## src/hdl/euler_rigid_point_transform_unit_defines.svh

```systemverilog
`ifndef EULER_RIGID_POINT_TRANSFORM_UNIT_DEFINES_SVH
`define EULER_RIGID_POINT_TRANSFORM_UNIT_DEFINES_SVH

// same-cycle implication
`define ERPT_ASSERT_IMPLIES(label, clk, rst, ante, cons) \
   label: assert property (@(posedge clk) disable iff (rst) (ante) |-> (cons)) \
      else $error("erpt: same-cycle check failed");

// next-cycle implication
`define ERPT_ASSERT_NEXT(label, clk, rst, ante, cons) \
   label: assert property (@(posedge clk) disable iff (rst) (ante) |=> (cons)) \
      else $error("erpt: next-cycle check failed");

`endif

```

## src/hdl/erpt_pkg.sv

```systemverilog
package erpt_pkg;

   localparam int ENTRY_WIDTH = 30;
   localparam int QUEUE_DEPTH = 4;
   localparam int QUEUE_PTR_BITS = 2;
   localparam logic signed [31:0] CORDIC_GAIN = 32'sd652032874;
   localparam logic signed [ENTRY_WIDTH-1:0] ENTRY_ONE = 30'sd268435456;

   typedef logic signed [ENTRY_WIDTH-1:0] entry_type;
   typedef entry_type [8:0] matrix_type;

   typedef enum logic [2:0] {
      REG_YAW      = 3'd0,
      REG_PITCH    = 3'd1,
      REG_ROLL     = 3'd2,
      REG_OFFSET_X = 3'd3,
      REG_OFFSET_Y = 3'd4,
      REG_OFFSET_Z = 3'd5
   } csr_reg_type;

   typedef enum logic [2:0] {
      BLD_IDLE,
      BLD_LOAD,
      BLD_ROTATE,
      BLD_MULTIPLY,
      BLD_ROUND,
      BLD_STORE
   } build_state_type;

   // order of the trig products feeding the matrix
   typedef enum logic [3:0] {
      PS_CASB, PS_SASB, PS_R11, PS_R12A, PS_R12B, PS_R13A, PS_R13B,
      PS_R21, PS_R22A, PS_R22B, PS_R23A, PS_R23B, PS_R32, PS_R33
   } prod_step_type;

   typedef struct packed {
      logic full;
      logic empty;
   } queue_status_type;

   // arctan(2^-i) in 2^32 units per turn
   function automatic logic signed [33:0] arc_angle(input logic [4:0] i);
      logic signed [33:0] a;
      case (i)
         5'd0:  a = 34'sd536870912;
         5'd1:  a = 34'sd316933406;
         5'd2:  a = 34'sd167458907;
         5'd3:  a = 34'sd85004756;
         5'd4:  a = 34'sd42667331;
         5'd5:  a = 34'sd21354465;
         5'd6:  a = 34'sd10679838;
         5'd7:  a = 34'sd5340245;
         5'd8:  a = 34'sd2670163;
         5'd9:  a = 34'sd1335087;
         5'd10: a = 34'sd667544;
         5'd11: a = 34'sd333772;
         5'd12: a = 34'sd166886;
         5'd13: a = 34'sd83443;
         5'd14: a = 34'sd41722;
         5'd15: a = 34'sd20861;
         5'd16: a = 34'sd10430;
         5'd17: a = 34'sd5215;
         5'd18: a = 34'sd2608;
         5'd19: a = 34'sd1304;
         5'd20: a = 34'sd652;
         5'd21: a = 34'sd326;
         5'd22: a = 34'sd163;
         5'd23: a = 34'sd81;
         default: a = 34'sd0;
      endcase
      return a;
   endfunction

   // q30 sum to q28 entry, rounded and clamped to plus or minus one
   function automatic entry_type to_entry(input logic signed [33:0] v);
      logic signed [33:0] r;
      entry_type e;
      r = (v + 34'sd2) >>> 2;
      if (r > 34'sd268435456) begin
         e = ENTRY_ONE;
      end else if (r < -34'sd268435456) begin
         e = -ENTRY_ONE;
      end else begin
         e = r[ENTRY_WIDTH-1:0];
      end
      return e;
   endfunction

endpackage

```

## src/hdl/erpt_point_queue.sv

```systemverilog
module erpt_point_queue #(
   parameter int COORD_WIDTH = 32
) (
   input  logic                          clock,
   input  logic                          reset,
   input  logic                          hold,
   input  logic                          req_valid,
   output logic                          req_stall,
   input  logic signed [COORD_WIDTH-1:0] req_point_x,
   input  logic signed [COORD_WIDTH-1:0] req_point_y,
   input  logic signed [COORD_WIDTH-1:0] req_point_z,
   output logic                          q_valid,
   input  logic                          q_take,
   output logic signed [COORD_WIDTH-1:0] q_point_x,
   output logic signed [COORD_WIDTH-1:0] q_point_y,
   output logic signed [COORD_WIDTH-1:0] q_point_z,
   output erpt_pkg::queue_status_type    status
);

   logic signed [COORD_WIDTH-1:0] x_ff [erpt_pkg::QUEUE_DEPTH];
   logic signed [COORD_WIDTH-1:0] y_ff [erpt_pkg::QUEUE_DEPTH];
   logic signed [COORD_WIDTH-1:0] z_ff [erpt_pkg::QUEUE_DEPTH];
   logic [erpt_pkg::QUEUE_PTR_BITS-1:0] wr_ptr_ff, rd_ptr_ff;
   logic [erpt_pkg::QUEUE_PTR_BITS:0]   count_ff, count_in;
   logic push, pop, full;

   assign full      = (count_ff == (erpt_pkg::QUEUE_PTR_BITS + 1)'(erpt_pkg::QUEUE_DEPTH));
   // no new item while the matrix is being rebuilt
   assign req_stall = full || hold;
   assign push      = req_valid && !req_stall;
   assign q_valid   = (count_ff != '0);
   assign pop       = q_valid && q_take;

   always_comb begin
      count_in = count_ff;
      if (push && !pop) begin
         count_in = count_ff + 1'b1;
      end else if (pop && !push) begin
         count_in = count_ff - 1'b1;
      end
   end

   always_ff @(posedge clock) begin
      if (reset) begin
         wr_ptr_ff <= '0;
         rd_ptr_ff <= '0;
         count_ff  <= '0;
      end else begin
         count_ff <= count_in;
         if (push) begin
            wr_ptr_ff <= wr_ptr_ff + 1'b1;
         end
         if (pop) begin
            rd_ptr_ff <= rd_ptr_ff + 1'b1;
         end
      end
   end

   always_ff @(posedge clock) begin
      if (push) begin
         x_ff[wr_ptr_ff] <= req_point_x;
         y_ff[wr_ptr_ff] <= req_point_y;
         z_ff[wr_ptr_ff] <= req_point_z;
      end
   end

   assign q_point_x    = x_ff[rd_ptr_ff];
   assign q_point_y    = y_ff[rd_ptr_ff];
   assign q_point_z    = z_ff[rd_ptr_ff];
   assign status.full  = full;
   assign status.empty = !q_valid;

endmodule

```

## config.mk

```make
export PLATFORM = sky130hd
export DESIGN_NAME = erpt_point_queue
export DESIGN_NICKNAME = d
export VERILOG_FILES = /design/src/hdl/euler_rigid_point_transform_unit_defines.svh /design/src/hdl/erpt_pkg.sv /design/src/hdl/erpt_point_queue.sv
export SDC_FILE = /design/constraint.sdc
export NUM_CORES = 1
export LEC_CHECK = 0
export ABC_AREA = 0
export BUFFER_PORTS_ARGS = -buffer_cell sky130_fd_sc_hd__buf_4
export CAP_MARGIN = 10
export CORE_MARGIN = 4
export CORE_UTILIZATION = 44
export CTS_CLUSTER_SIZE = 30
export DETAILED_ROUTE_END_ITERATION = 10
export GPL_ROUTABILITY_DRIVEN = 0
export GPL_TIMING_DRIVEN = 0
export PLACE_DENSITY = 0.6
export SKIP_LAST_GASP = 1
export SYNTH_ARGS = -nofsm -noshare
export SYNTH_HDL_FRONTEND = slang
export SYNTH_SLANG_ARGS = --single-unit
```

## constraint.sdc

```tcl
create_clock -name clock -period 4.8 [get_ports clock]
set_input_delay 0 -clock clock [delete_from_list [all_inputs] [get_ports clock]]
set_output_delay 0 -clock clock [all_outputs]
set_load 0.005 [all_outputs]
```

==> results.md <==
Global route:
- The global routing stage identified its most utilized layer as met2.
- The met1 demand-to-capacity share in global routing is 20.0%.
- The global-route wire length before repair is 43.4 mm.
- The initial antenna violation count was 1.
- Global routing finished with a remaining overflow of 0.
- The met3 routing resource usage after global routing is 3.95%.
- The number of global-route vias before repair is 7,629.
- The largest net degree at the start of global routing is 41.
- The overall global routing resource usage is 15.6%.
- The met2 global-route usage is 27.1%.

STA:
- The total negative slack is 0 ns.
- The worst path uses 53.3% of the clock period.
- The clock arrives with 0.00888 ns of skew.
- The worst pin sits at a relative slew slack of 57.1%.
- The number of pins with negative max-slew slack in the final report is 0.
- At the pin with the least slew margin, the transition time is 0.644 ns.
- Setup violations remaining at the end of the flow were counted as 0.
- Derived from the worst setup path, the maximum achievable clock frequency is 391 MHz.
- The tightest hold path in the finished design has a slack of 0.0465 ns.
- The final-report hold violation count is 0.
- Setup repair after global routing left no endpoint under its margin.
- The shortest clock period the worst path allows after layout is 2.56 ns.

Layout:
- Measured on the finished design, the core utilization comes to 58.9%.
- The total non-filler cell area in the finished layout is 18,800 µm².
- In the final layout, the share of cells above drive strength 1 is 40.3%.
- The count of antenna diodes in the layout is 0.
- The area added between synthesis and finish is 30.9%.
- The final layout contains 1,009 nets.

Setup path:
- STA classifies the critical path endpoint as a flop.
- Traced cell by cell, the critical path runs through nor3b_2, nor3b_2, and2_4, buf_12, buf_16.
- The worst setup path is of the flop to flop kind.
- The library cell appearing most often on the critical path is sky130_fd_sc_hd__nor3b_2.
- Data arrives at the worst endpoint at 2.74 ns.
- The critical path's slowest cell is sky130_fd_sc_hd__and2_4.
- The maximum fanout encountered on the critical timing path is 40.
- The worst endpoint required time is 4.98 ns.
- The delay of the slowest cell on the worst path is 0.53 ns.
- The startpoint type of the worst setup path is a flop.
- Together, buffers and inverters on the worst path number 2.
- The kind of cell with the highest combined delay along the critical path is simple AND/OR/NAND/NOR gates.

Floorplan:
- The starting density of the core is 45.0%.
- The die span in x is 189 µm.
- The die covers 35,600 µm².
- The number of top-level design ports is 201.
- The floorplan step set the die height to 189 µm.
- The cell row count is 65.
- After floorplanning, the core was sized to cover 31,900 µm².

Power and ir drop:
- The logic gate share of total power is 23.4%.
- The clock network accounts for 31.7% of the total power.
- The internal power of the cells totals 6.83 mW.
- The post-layout total power is 8.90 mW.
- The cell area power density is 474 nW/µm².
- Summed over all nets, the switching power comes to 2.07 mW.
- Net switching is 23.3% of the power.
- The maximum VDD drop is 0.283 mV.
- Summed over all cells, the static leakage comes to 6.36 nW.
- The sequential share of power is 44.9%.

Synthesis:
- By area the synthesized netlist is led by sky130_fd_sc_hd__edfxtp_1 (80%), sky130_fd_sc_hd__mux4_2 (15%), sky130_fd_sc_hd__dfxtp_1 (1.3%), sky130_fd_sc_hd__ha_1 (0.44%), sky130_fd_sc_hd__buf_8 (0.42%).
- In the synthesized netlist, the cells that appear most often are sky130_fd_sc_hd__edfxtp_1 (384), sky130_fd_sc_hd__mux4_2 (96), sky130_fd_sc_hd__buf_2 (11).
- Summing the sequential cell areas from Yosys gives 81.6% of the chip area.
- After synthesis the cells add up to 14,300 µm².
- Counting flops and latches in the post-synthesis netlist gives 393.
- The synthesized netlist cell count is 552.
- The most common cell in the netlist is sky130_fd_sc_hd__edfxtp_1.
- The share of Yosys cell area claimed by the top area cell type is 80.4%.
- Among all flip-flop cells after synthesis, the most frequent one is sky130_fd_sc_hd__edfxtp_1.
- After synthesis, the largest family of logic cells by area is multiplexers.
- The area fraction in compound gates after synthesis is 0.183%.
- In this run, synthesis inferred 384 flip-flops with an integrated enable.
- The synthesized area divided by synthesized cell count is 26.0 µm².
- After synthesis, the share of cell area in mux cells is 15.3%.
- The adder-cell area share of the yosys netlist is 0.576%.
- Synthesis produced a netlist with a net count of 659.
- After synthesis, the share of flip-flops with an asynchronous set or reset is 0%.
- After synthesis, the netlist uses 25 different library cells.
- The library cell with the largest summed area after synthesis is sky130_fd_sc_hd__edfxtp_1.
- Yosys printed 0 warnings.
- The synthesized netlist devotes 0.750% of its cell area to simple gates.
- The share of the synthesized netlist area taken by xor and xnor gates is 0.244%.

Detailed routing:
- The number of remaining DRC errors is 0.
- The violation count after the first detailed-route iteration is 290.
- The via count is 6,907.
- The count of nets left with antenna violations once routing finished came out at 0.
- The first TritonRoute pass finished after 4 iterations.
- The number of vias per cell is 5.07.
- Wires add up to 27.8 mm.
- After detailed routing, the average wire length per cell comes to 20.4 µm.

CTS:
- The clock passes through at most 3 buffers.
- The root buffer selected by CTS is sky130_fd_sc_hd__clkbuf_16.
- The number of buffers inserted during clock tree synthesis is 41.
- The clock reaches the later pin of the worst-skew pair after 0.51 ns.
- The number of setup buffers added after CTS is 0.
- The H-tree was split into 2 levels.
- After clock tree synthesis, the clock-pin slew on the worst setup and hold paths is 0.06 ns.
- Clock tree synthesis found a total of 393 sinks.
- The CTS tree is yes.

Placement:
- Port buffering added 199 buffers.
- The cell area reported after detailed placement is 16,600 µm².
- The half-perimeter wire length of the detailed placement result is 17.0 mm.

Flow run:
- The max capacitance violation total is 0.

Min path:
- In this run the worst hold path is classified as input port to flop.

Status:
- The run finished with clean final reports.
==> layer usage <==
layer | share of wire, % | vias up
met1 | 41 | 3595
met5 | 0.047 | -
met4 | 1.8 | 2
met3 | 6.2 | 39
li1 | - | 3065
met2 | 51 | 206
==> sequential cells by signal, summed over array words and instances, names as in the netlist, named ones only <==
| name | cells |
|---|---|
| count_ff | 3 |
| rd_ptr_ff | 2 |
| wr_ptr_ff | 2 |
| x_ff | 128 |
| y_ff | 128 |
| z_ff | 128 |
==> layout make-up <==
cell class                 count  area, µm²
timing repair buffer         307       2690
clock inverter                18        128
buffer                        24        176
clock buffer                  51       1060
fill                        2340      13100
tap                          435        544
sequential                   393      11700
inverter                       4       15.0
multi-input combinational    131       2450
==> power by group through the flow <==
stage          clock network [mW]  logic, mW  registers, mW
2_1_floorplan                   0       1.13           4.06
4_1_cts                      2.91       2.14           4.00
3_3_place_gp                    0       2.01           4.08
5_1_grt                      3.07       2.25           4.01
6_report                     2.83       2.08           3.99
3_5_place_dp                    0       2.06           4.07
==> cells in the final DEF, fill, tap and decap left out, types with 2 or more instances in the layout <==
master                          netlist  routed
sky130_fd_sc_hd__and2_4               0       4
sky130_fd_sc_hd__buf_12               1       5
sky130_fd_sc_hd__buf_16               0       4
sky130_fd_sc_hd__buf_2               11      11
sky130_fd_sc_hd__buf_4                1     200
sky130_fd_sc_hd__buf_8                4       4
sky130_fd_sc_hd__bufinv_16            0       2
sky130_fd_sc_hd__clkbuf_1             6      16
sky130_fd_sc_hd__clkbuf_16            0      41
sky130_fd_sc_hd__clkinv_1             0      13
sky130_fd_sc_hd__clkinv_2             0       2
sky130_fd_sc_hd__dfxtp_1              9       9
sky130_fd_sc_hd__dlygate4sd3_1        0     100
sky130_fd_sc_hd__edfxtp_1           384     384
sky130_fd_sc_hd__ha_1                 5       5
sky130_fd_sc_hd__inv_1                4       4
sky130_fd_sc_hd__mux2i_1              2       2
sky130_fd_sc_hd__mux4_2              96      96
sky130_fd_sc_hd__nand2b_1             2       2
sky130_fd_sc_hd__nor2_1               7       7
sky130_fd_sc_hd__nor3b_2              2       2
sky130_fd_sc_hd__or3_1                2       2
sky130_fd_sc_hd__xor2_1               4       4
==> worst paths after layout <==
path / from / endpoint / slack, ns / cells past startpoint
worst min register to register: rd_ptr_ff[1]$_SDFFE_PP0P_ / rd_ptr_ff[1]$_SDFFE_PP0P_ / 0.53 / 2
worst max register to register: count_ff[0]$_SDFFE_PP0P_ / z_ff[3][25]$_DFFE_PP_ / 2.24 / 5
worst min-delay path: req_valid / wr_ptr_ff[0]$_SDFFE_PP0P_ / 0.05 / 3
worst max-delay path: count_ff[0]$_SDFFE_PP0P_ / z_ff[3][25]$_DFFE_PP_ / 2.24 / 5
==> cells by family after synthesis <==
family          Yosys count
flops                   393
mux                      99
buf+inv                  28
simple gates             18
fa+ha+maj                 6
compound gates            4
xor+xnor                  4
==> worst register-to-register path, cell delays in order (launching register included) <==
cell	delay, ns
sky130_fd_sc_hd__dfxtp_1	0.47
sky130_fd_sc_hd__nor3b_2	0.12
sky130_fd_sc_hd__nor3b_2	0.49
sky130_fd_sc_hd__and2_4	0.54
sky130_fd_sc_hd__buf_12	0.30
sky130_fd_sc_hd__buf_16	0.26
==> repair_timing <==
item	CTS	global route
setup endpoints to repair	0	0
endpoints found under the hold margin	393	0
gates resized for setup	0	0
hold buffers	100	0
==> through the flow <==
stage | cells | setup slack [ns]
finish | 1363 | 2.24
detailed placement | 1194 | 2.16
global placement | 1186 | -0.694
global route | 1363 | 2.10
CTS | 1363 | 2.18
floorplan | 552 | 1.21
Power figures use the tool's default switching activity.
